**src/hw/rtl/assert_macros.svh**
```systemverilog
// Assertion helpers shared by the RTL files.
`ifndef ASSERT_MACROS_SVH
`define ASSERT_MACROS_SVH

// Property that must hold on every clock edge outside reset.
`define CABT_ASSERT(name, clk, rst_n, prop, msg) \
	name: assert property (@(posedge clk) disable iff (!rst_n) (prop)) else $error(msg);

// Condition in one cycle implies a consequence in the next.
`define CABT_ASSERT_NEXT(name, clk, rst_n, ante, cons, msg) \
	name: assert property (@(posedge clk) disable iff (!rst_n) (ante) |=> (cons)) else $error(msg);

`endif

```
**src/hw/rtl/cabt_pkg.sv**
```systemverilog
`timescale 1ns / 1ps
`default_nettype none

package cabt_pkg;

	localparam int SLOTS_DEF = 64;

	localparam int ADDR_W  = 64;
	localparam int PORT_W  = 16;
	localparam int RIDX_W  = 6;
	localparam int BASE_W  = 32;
	localparam int OIDX_W  = 6;
	localparam int OCNT_W  = 7;
	localparam int IN_DW   = 152;
	localparam int OUT_DW  = 48;

	typedef enum logic {
		OP_LOOKUP  = 1'b0,
		OP_RELEASE = 1'b1
	} cabt_op_t;

	typedef enum logic [2:0] {
		ST_FOUND        = 3'd0,
		ST_ALLOC        = 3'd1,
		ST_FULL         = 3'd2,
		ST_RELEASED     = 3'd3,
		ST_FREE_RELEASE = 3'd4
	} cabt_status_t;

	// controller to datapath
	typedef struct packed {
		logic load;    // latch incoming word
		logic cmp;     // register compare vectors
		logic enc;     // register encoded indices
		logic commit;  // update table, load result register
	} cabt_cmd_t;

endpackage

`default_nettype wire

```
**src/hw/rtl/cabt_ctrl.sv**
```systemverilog
`timescale 1ns / 1ps
`default_nettype none

`include "assert_macros.svh"

module cabt_ctrl
	import cabt_pkg::*;
(
	input  wire logic  clk,
	input  wire logic  arst_n,
	input  wire logic  in_valid,
	output logic       in_ready,
	output logic       out_valid,
	input  wire logic  out_ready,
	output cabt_cmd_t  cmd
);

	typedef enum logic [1:0] {
		S_IDLE,
		S_CMP,
		S_ENC,
		S_UPD
	} state_t;

	state_t state_q;
	logic   out_valid_q;
	logic   commit;

	// result register must be empty or emptying before a new result lands
	assign commit = (state_q == S_UPD) && (!out_valid_q || out_ready);

	assign in_ready   = (state_q == S_IDLE);
	assign out_valid  = out_valid_q;
	assign cmd.load   = (state_q == S_IDLE) && in_valid;
	assign cmd.cmp    = (state_q == S_CMP);
	assign cmd.enc    = (state_q == S_ENC);
	assign cmd.commit = commit;

	always_ff @(posedge clk or negedge arst_n) begin
		if (!arst_n) begin
			state_q     <= S_IDLE;
			out_valid_q <= 1'b0;
		end else begin
			case (state_q)
				S_IDLE: begin
					if (in_valid) begin
						state_q <= S_CMP;
					end
				end
				S_CMP: begin
					state_q <= S_ENC;
				end
				S_ENC: begin
					state_q <= S_UPD;
				end
				S_UPD: begin
					if (commit) begin
						state_q <= S_IDLE;
					end
				end
				default: begin
					state_q <= S_IDLE;
				end
			endcase

			if (commit) begin
				out_valid_q <= 1'b1;
			end else if (out_ready) begin
				out_valid_q <= 1'b0;
			end
		end
	end

	`CABT_ASSERT_NEXT(a_accept_to_cmp, clk, arst_n, (state_q == S_IDLE) && in_valid, state_q == S_CMP, "accepted word did not start compare")
	`CABT_ASSERT_NEXT(a_upd_holds, clk, arst_n, (state_q == S_UPD) && out_valid_q && !out_ready, (state_q == S_UPD) && out_valid_q, "result overwritten while stalled")

endmodule

`default_nettype wire

```
**config.mk**
```make
export PLATFORM = sky130hd
export DESIGN_NAME = cabt_ctrl
export DESIGN_NICKNAME = d
export VERILOG_FILES = /design/src/hw/rtl/cabt_pkg.sv /design/src/hw/rtl/cabt_ctrl.sv
export VERILOG_INCLUDE_DIRS = /design/src /design/src/hw/rtl
export SDC_FILE = /design/constraint.sdc
export NUM_CORES = 1
export LEC_CHECK = 0
export BUFFER_PORTS_ARGS = -buffer_cell sky130_fd_sc_hd__buf_2
export CAP_MARGIN = 20
export CORE_AREA = 2 2 39 41
export CTS_CLUSTER_DIAMETER = 50
export DETAILED_ROUTE_END_ITERATION = 7
export DIE_AREA = 0 0 41 43
export HOLD_SLACK_MARGIN = 0.06
export PLACE_DENSITY = 0.45
export SYNTH_ARGS = -nofsm -noshare
export SYNTH_HDL_FRONTEND = slang
export SYNTH_SLANG_ARGS = --single-unit
```
**constraint.sdc**
```tcl
create_clock -name clk -period 1.4 [get_ports clk]
set_clock_uncertainty 0.05 [all_clocks]
set_input_delay 0.28 -clock clk [delete_from_list [all_inputs] [get_ports clk]]
set_output_delay 0.28 -clock clk [all_outputs]
set_load 0.02 [all_outputs]
```
==> results.md, run 1 <==
Outcome:
- The run finished, with violations left.
- The checks that failed: setup timing.

Flow run:
- The tool flagged a number of max-cap violations equal to 0.

GRT:
- The first global-routing pass estimated 862 µm of wire.
- The all-layer global routing usage is 7.84%.
- The initial antenna violation count came to 0.
- The number of global-route vias before repair came to 208.
- The total overflow left after global routing is 0.
- Entering global routing, the biggest net connects 5 pins.

Floorplan:
- The core region is 1380 µm².
- The height of the die is 43 µm.
- The die footprint is 1760 µm².
- Pin placement for this block handled 10 I/O pins.
- Once the floorplan was initialized, standard cells occupied 15.4% of the core.
- The width of the die is 41 µm.
- Row generation in the floorplan step produced 14 rows.

Worst setup path:
- The critical path is of the flop to flop type.
- Of all nets on the critical path, the largest fanout is 3.
- The largest single stage delay on the critical path is 0.40 ns.
- Grouping stages by cell kind, the critical path spends the most delay in flip-flops.
- Walking the worst path, the cells encountered are ha_2, and3b_1, a21oi_2, mux2_4.
- The critical path contains buffers and inverters numbering 0 combined.
- The slowest cell on the critical path is sky130_fd_sc_hd__dfrtp_1.
- At the worst endpoint, the required time is 1.46 ns.
- For the worst setup path, the data arrival time is 1.51 ns.
- The endpoint kind of the worst setup timing path is a flop.
- The category of the worst setup path launch point is a flop.

Clock tree:
- In this run the deepest clock path goes through 2 buffers.
- The number of levels in the clock H-tree is 1.
- TritonCTS built the clock tree.
- The clock edge transition at the registers on the reported setup and hold paths is 0.04 ns.
- For the worst-skew pair, the clock arrives at the later sink with an insertion delay of 0.23 ns.
- Counting the buffers created by CTS gives 3.
- CTS saw 3 sinks.
- The root buffer cell chosen for the clock tree is sky130_fd_sc_hd__clkbuf_4.

Finish:
- From synthesis to final layout, the design area changed by 80.6%.
- The share of cells above drive strength 1 is 72.2%.
- The post-layout net count is 45.
- In the layout the commonest cells are sky130_fd_sc_hd__buf_2 (5), sky130_fd_sc_hd__buf_6 (4), sky130_fd_sc_hd__buf_4 (4), sky130_fd_sc_hd__clkbuf_4 (3), sky130_fd_sc_hd__dfrtp_1 (3).
- Leaving out fill and tap cells, the most frequent cell in the layout is sky130_fd_sc_hd__buf_2.
- The repair_antennas step left the layout with diodes totalling 0.
- Measured on the finished design, the core utilization comes to 27.8%.

Hold path:
- The tightest min-delay check is of the primary input to asynchronous set/reset pin type.

Pwr:
- The part of the total power dissipated in combinational logic is 67.2%.
- The cell-internal power is 615 µW.
- Power spread over the standard cell area amounts to 2600 nW/µm².
- The total leakage power is 0.000198 µW.
- The part of the power in registers is 17.7%.
- IR analysis of the VDD net gives a maximum drop of 0.000984 V.
- The clock network is responsible for 15.1% of the overall power.
- The switching share of power is 38.4%.
- The net switching power of the design is 384 µW.

Synth:
- The netlist area before placement is 213 µm².
- Counting flops and latches in the post-synthesis netlist gives 3.
- During synthesis, Yosys emitted a total of 0 warnings.
- The number of distinct library cells after synthesis is 10.
- The synthesized instance count is 19.
- After synthesis, flip-flops and latches occupy 35.3% of the total area.
- Synthesis produced a netlist with a net count of 27.
- Each instance of the synthesized netlist takes up on average 11.2 µm².

STA:
- The highest clock rate is 692 MHz.
- Setup repair after global routing could not meet its margin everywhere.
- Setup violations remaining at the end of the flow were counted as 5.
- The number of max-slew violations in the final report is 0.
- The time the worst path needs with I/O delays and setup is 1.45 ns.
- Summed over all failing endpoints, the final setup total negative slack is -0.167 ns.
- The worst slew margin relative to its limit is 90.8%.
- The share of the clock period used by the worst path after layout is 103%.
- The slew at the pin closest to its max-slew limit is 0.138 ns.
- The count of endpoints failing hold in the final timing report is 0.
- After layout, the worst setup slack is -0.0452 ns.

Place:
- Input and output buffers added on the ports amount to 9.
- The congestion estimate from routability-driven global placement came to 0.681.
- The detailed placement HPWL is 373 µm.

Drt:
- After the first detailed-routing iteration, the DRC count stood at 1.
- Using the TritonRoute via totals, the vias-per-cell ratio works out to 3.79.
- The total length of routed wires is 500 µm.
- The total via count in the routed design is 197.
- The count of nets left with antenna violations once routing finished came out at 0.
- The first detailed-routing pass ran for 2 iterations.
- For this run, design rule violations remaining after detail routing come to 0.
- The final routed wire length divided by cell count is 9.62 µm.
registers in the layout, indices dropped and copies added (netlist names):
| name | flops |
|---|---|
| state_q | 2 |
| out_valid | 1 |
routing by layer:
metal	global-route usage (%)	part of all wire, %	vias up
met4	6.00	0	0
li1	-	-	96
met1	9.68	47	90
met5	0	0	-
met3	3.14	7.6	0
met2	10.3	45	11
metrics by stage:
step / instance area [µm²] / setup slack, ns / instances / hold WS (ns) / power (µW)
after floorplan: 213 / 0.00640 / 19 / -0.0656 / 518
after global placement: 293 / -0.0374 / 46 / 0.0261 / 658
after detailed placement: 293 / -0.0656 / 46 / 0.0266 / 678
after CTS: 377 / -0.0578 / 51 / 0.309 / 991
after global routing: 384 / -0.106 / 52 / 0.334 / 1090
final: 384 / -0.0452 / 52 / 0.317 / 999
Yosys cell counts (all sizes together):
master | count | area, µm²
nand2b | 2 | 12.5
a21oi | 1 | 8.76
inv | 3 | 11.3
o32a | 1 | 11.3
mux2 | 1 | 15.0
and3b | 1 | 8.76
ha | 4 | 50.1
dfrtp | 3 | 75.1
and2 | 2 | 12.5
buf | 1 | 7.51
cell type report:
type,instances,area [µm²]
clock buffers,4,26.3
fillers,145,1000
inverters,3,11.3
multi-input cells,12,141
flip-flops and latches,3,75.1
well taps,16,20.0
repair buffers,14,110
worst register-to-register path, delay by kind of cell, from the launching register on:
kind	cells	cell delay (ns)
adders and majority gates	1	0.21
AOI/OAI and AO/OA	1	0.15
and+or+nand+nor	1	0.21
DFF	1	0.40
muxes	1	0.31
power by group through the flow:
stage               clock network [µW]  logic (µW)  registers, µW
finish                             151         671            176
global placement                     0         489            169
detailed placement                   0         507            171
floorplan                            0         332            186
CTS                                158         656            177
global route                       162         744            186
cell families after synthesis:
group / Yosys count / share of synthesized area, %
buffers and inverters: 4 / 8.82
adders and majority gates: 4 / 23.5
and+or+nand+nor: 5 / 15.9
AOI/OAI and AO/OA: 2 / 9.41
muxes: 1 / 7.06
DFF: 3 / 35.3
path summary, 6_finish.rpt:
check | slack, ns | startpoint | endpoint | cells past startpoint
worst max-delay path | -0.05 | state_q[1] | state_q[1] | 4
worst min-delay path | 0.32 | arst_n | out_valid | 2
worst max register to register | -0.05 | state_q[1] | state_q[1] | 4
worst min register to register | 0.50 | out_valid | out_valid | 2
max in group asynchronous | 0.87 | arst_n | state_q[1] | 2
min in group clk | 0.32 | out_ready | out_valid | 3
what timing repair did:
item,CTS,global route
setup endpoints to repair,6,7
gates resized for setup,16,0
pin swaps,2,1
hold buffers,1,0
buffers inserted,0,1
hold endpoints to repair,3,0
cloned,0,0
(Power assumes the default switching activity.)
==> inputs of run 2 (changes only) <==
- BUFFER_PORTS_ARGS: -buffer_cell sky130_fd_sc_hd__buf_2 -> default
- DONT_BUFFER_PORTS: default -> 1
- PLACE_DENSITY: 0.45 -> 0.38
==> run 2 against run 1 <==
Compared with the run above:
- cell count decreased by 13%
- global-route usage decreased by 0.32 points
- the run still ends with setup timing left
- sequential power increased by 3%
- maximum frequency decreased by 1.5%
- count of clock-buffer cells in the layout unchanged
- sequential share of layout area increased by 2.4 points
- clock power increased by 5%
- first-iteration DRC count unchanged
- largest power group unchanged
- power decreased by 3.6%
- sequential cell count unchanged
==> results.md, run 2 (same netlist as run 1, synthesis figures left out) <==
Outcome:
- Outcome: finished with violations (unchanged).
- Failing checks: setup timing (unchanged).

GRT:
- The residual overflow from global routing is 0 (unchanged).
- The wire length of the first global-routing pass was 772 µm (was 862 µm).
- The all-layer global routing usage came to 7.52% (was 7.84%).
- The maximum number of pins on one net before global-route repair is 4 (was 5).
- The number of global-route vias before repair is 190 (was 208).
- The initial antenna violation count is 0 (unchanged).

Drt:
- The average vias per placed instance is 3.82 (was 3.79).
- The total via count in the routed design is 172 (was 197).
- The count of routing violations after the opening detailed-route iteration is 1 (unchanged).
- The number of antenna-violating nets in the routed design is 0 (unchanged).
- The final routed wire length divided by cell count came to 14.0 µm (was 9.62 µm).
- The iteration count of the initial detailed-routing pass is 4 (was 2).
- The total length of routed wires is 628 µm (was 500 µm).
- The post-detailed-route DRC marker count is 0 (unchanged).

STA:
- The time the worst path needs with I/O delays and setup is 1.47 ns (was 1.45 ns).
- The count of endpoints failing hold in the final timing report was 0 (unchanged).
- The share of the clock period used by the worst path after layout is 105% (was 103%).
- The highest clock rate is 682 MHz (was 692 MHz).
- The final worst slack is -0.0667 ns (was -0.0452 ns).
- The number of max-slew violations in the final report is 0 (unchanged).
- The slew at the pin closest to its max-slew limit is 0.158 ns (was 0.138 ns).
- The number of setup violations in the final report is 2 (was 5).
- The worst slew margin relative to its limit came to 89.4% (was 90.8%).
- The worst hold slack after final layout was 0.190 ns (was 0.317 ns).
- Unrepaired setup endpoints after global routing: true (unchanged).

Clock tree:
- The clock tree buffer depth was 2 (unchanged).
- The number of levels in the clock H-tree came to 1 (unchanged).
- The clock network latency to the later pin of the worst-skew pair is 0.24 ns (was 0.23 ns).
- The number of buffers created by CTS is 3 (unchanged).
- The clock sink count is 3 (unchanged).
- The clock edge transition at the registers on the reported setup and hold paths is 0.04 ns (about the same).
- The root buffer cell is sky130_fd_sc_hd__clkbuf_4 (unchanged).
- The TritonCTS clock tree is built (unchanged).

Worst setup path:
- The critical register-to-register path startpoint is state_q[1] (unchanged).
- The endpoint kind of the worst setup timing path is a flop (unchanged).
- The endpoint arrival time on the critical path is 1.54 ns (was 1.51 ns).
- The slack of the worst reg-to-reg path was -0.07 ns (was -0.05 ns).
- The highest net fanout along the worst path is 3 (unchanged).
- Cell breakdown of the critical path: ha_2, and3b_2, a21oi_4, mux2_4 (was ha_2, and3b_1, a21oi_2, mux2_4).
- The cell type group with the largest total delay on the critical path is flip-flops (unchanged).
- The largest incremental delay on the critical path is 0.41 ns (was 0.40 ns).
- The slowest cell on the critical path is sky130_fd_sc_hd__dfrtp_1 (unchanged).
- The critical path class was flop to flop (unchanged).
- The sum of buffers and inverters on the critical path was 0 (unchanged).
- The category of the worst setup path launch point is a flop (unchanged).
- The worst-case reg-to-reg path depth is 4 (unchanged).
- The required time at the worst-slack endpoint is 1.47 ns (was 1.46 ns).
- The reg-to-reg critical path endpoint was state_q[1] (unchanged).

Pwr:
- The part of the power in registers is 18.8% (was 17.7%).
- The total power came to 962 µW (was 999 µW).
- The power per cell area is 2810 nW/µm² (was 2600 nW/µm²).
- The cell-internal power was 562 µW (was 615 µW).
- The net switching power of the design is 400 µW (was 384 µW).
- The fraction of power consumed by the clock network is 16.4% (was 15.1%).
- The switching share of power is 41.6% (was 38.4%).
- The part of the total power dissipated in combinational logic is 64.8% (was 67.2%).
- The total leakage power came to 0.000163 µW (was 0.000198 µW).
- The worst IR drop on VDD is 0.00111 V (was 0.000984 V).

Hold path:
- Counting instances, the worst hold path has a depth of 2.
- The path with the worst hold slack has its endpoint at out_valid.
- The path type of the worst min-delay path is primary input to flop (was primary input to asynchronous set/reset pin).
- The startpoint identified for the worst hold timing path is out_ready.

Finish:
- The most common cell after layout, fill and taps aside is sky130_fd_sc_hd__buf_4 (was sky130_fd_sc_hd__buf_2).
- The storage element area is 75.1 µm² (unchanged).
- The share of cells above drive strength 1 was 72.4% (was 72.2%).
- The total of fill cells in the finished design is 154 (was 145).
- The flip-flop count of the largest register after layout is 2 (unchanged).
- Commonest cells after routing, fill and taps aside: sky130_fd_sc_hd__buf_4 (5), sky130_fd_sc_hd__ha_2 (3), sky130_fd_sc_hd__clkbuf_4 (3), sky130_fd_sc_hd__dfrtp_1 (3) (was sky130_fd_sc_hd__buf_2 (5), sky130_fd_sc_hd__buf_6 (4), sky130_fd_sc_hd__buf_4 (4), sky130_fd_sc_hd__clkbuf_4 (3), sky130_fd_sc_hd__dfrtp_1 (3)).
- The post-layout net count is 38 (was 45).
- The share of the core filled with cells in the final layout is 24.8% (was 27.8%).
- The relative area change from synthesis to final layout came to 61.2% (was 80.6%).
- The number of standard cells in the final layout excluding fillers is 45 (was 52).
- The register with the most flip-flops is state_q (unchanged).
- The area of combinational cells with multiple inputs was 151 µm² (was 141 µm²).
- The count of inserted antenna diode cells is 0 (unchanged).

Place:
- The number of buffers inserted by port buffering is 0 (was 9).
- The final weighted congestion in routability-driven placement is 0.586 (was 0.681).
- The post-placement cell count is 39 (was 46).

Floorplan:
- The height of the die is 43 µm (unchanged).
- The die footprint is 1760 µm² (unchanged).
- The cell row count came to 14 (unchanged).
- The number of I/O pins is 10 (unchanged).
- The initial core utilization came to 15.4% (unchanged).
- The width of the die was 41 µm (unchanged).
- The area inside the core boundary was 1380 µm² (unchanged).

Flow run:
- The number of max-cap violations came to 0 (unchanged).
==> run 2: cell type report <==
cell class / count / area share [%]
Multi-Input combinational cell: 12 / 44.2
Sequential cell: 3 / 21.9
Timing Repair Buffer: 7 / 17.2
Clock buffer: 4 / 7.66
Tap cell: 16 / 5.84
Inverter: 3 / 3.28
==> run 2: routing by layer <==
layer | GRT usage (%) | vias up | part of all wire [%]
met3 | 7.33 | 2 | 14
met2 | 9.38 | 12 | 47
met4 | 6.00 | 0 | 1.9
li1 | - | 79 | -
met1 | 7.05 | 79 | 36
met5 | 0 | - | 0
==> run 2: how the worst max path moves through the flow <==
stage                from    endpoint  slack (ns)  cells past startpoint
3_5_place_dp   state_q[0]  state_q[1]       -0.04                      4
5_1_grt        state_q[0]  state_q[1]        -0.1                      4
6_report       state_q[1]  state_q[1]       -0.07                      4
4_1_cts        state_q[1]      cmd[3]       -0.03                      3
2_1_floorplan  state_q[0]      cmd[3]       0.006                      3
3_3_place_gp   state_q[0]  state_q[1]       -0.01                      4
==> run 2: per-stage QoR <==
step                      area, µm²  worst slack [ns]  setup TNS [ns]
after floorplan                 213           0.00640               0
after global placement          263           -0.0116         -0.0116
after detailed placement        263           -0.0415         -0.0415
after CTS                       322           -0.0310         -0.0803
after global routing            343           -0.0965          -0.247
final                           343           -0.0667          -0.107
==> run 2: power by group through the flow <==
stage | clock network [µW] | logic, µW | registers [µW]
2_1_floorplan | 0 | 332 | 186
3_3_place_gp | 0 | 467 | 165
3_5_place_dp | 0 | 474 | 172
4_1_cts | 164 | 540 | 173
5_1_grt | 171 | 678 | 187
6_report | 158 | 624 | 181
==> run 2: what timing repair did <==
action                                 CTS  global route
setup buffers                            1             0
resized for setup                        7             6
endpoints found under the hold margin    3             0
hold buffers                             1             0
setup endpoints to repair                5             7
pin swaps                                3             0
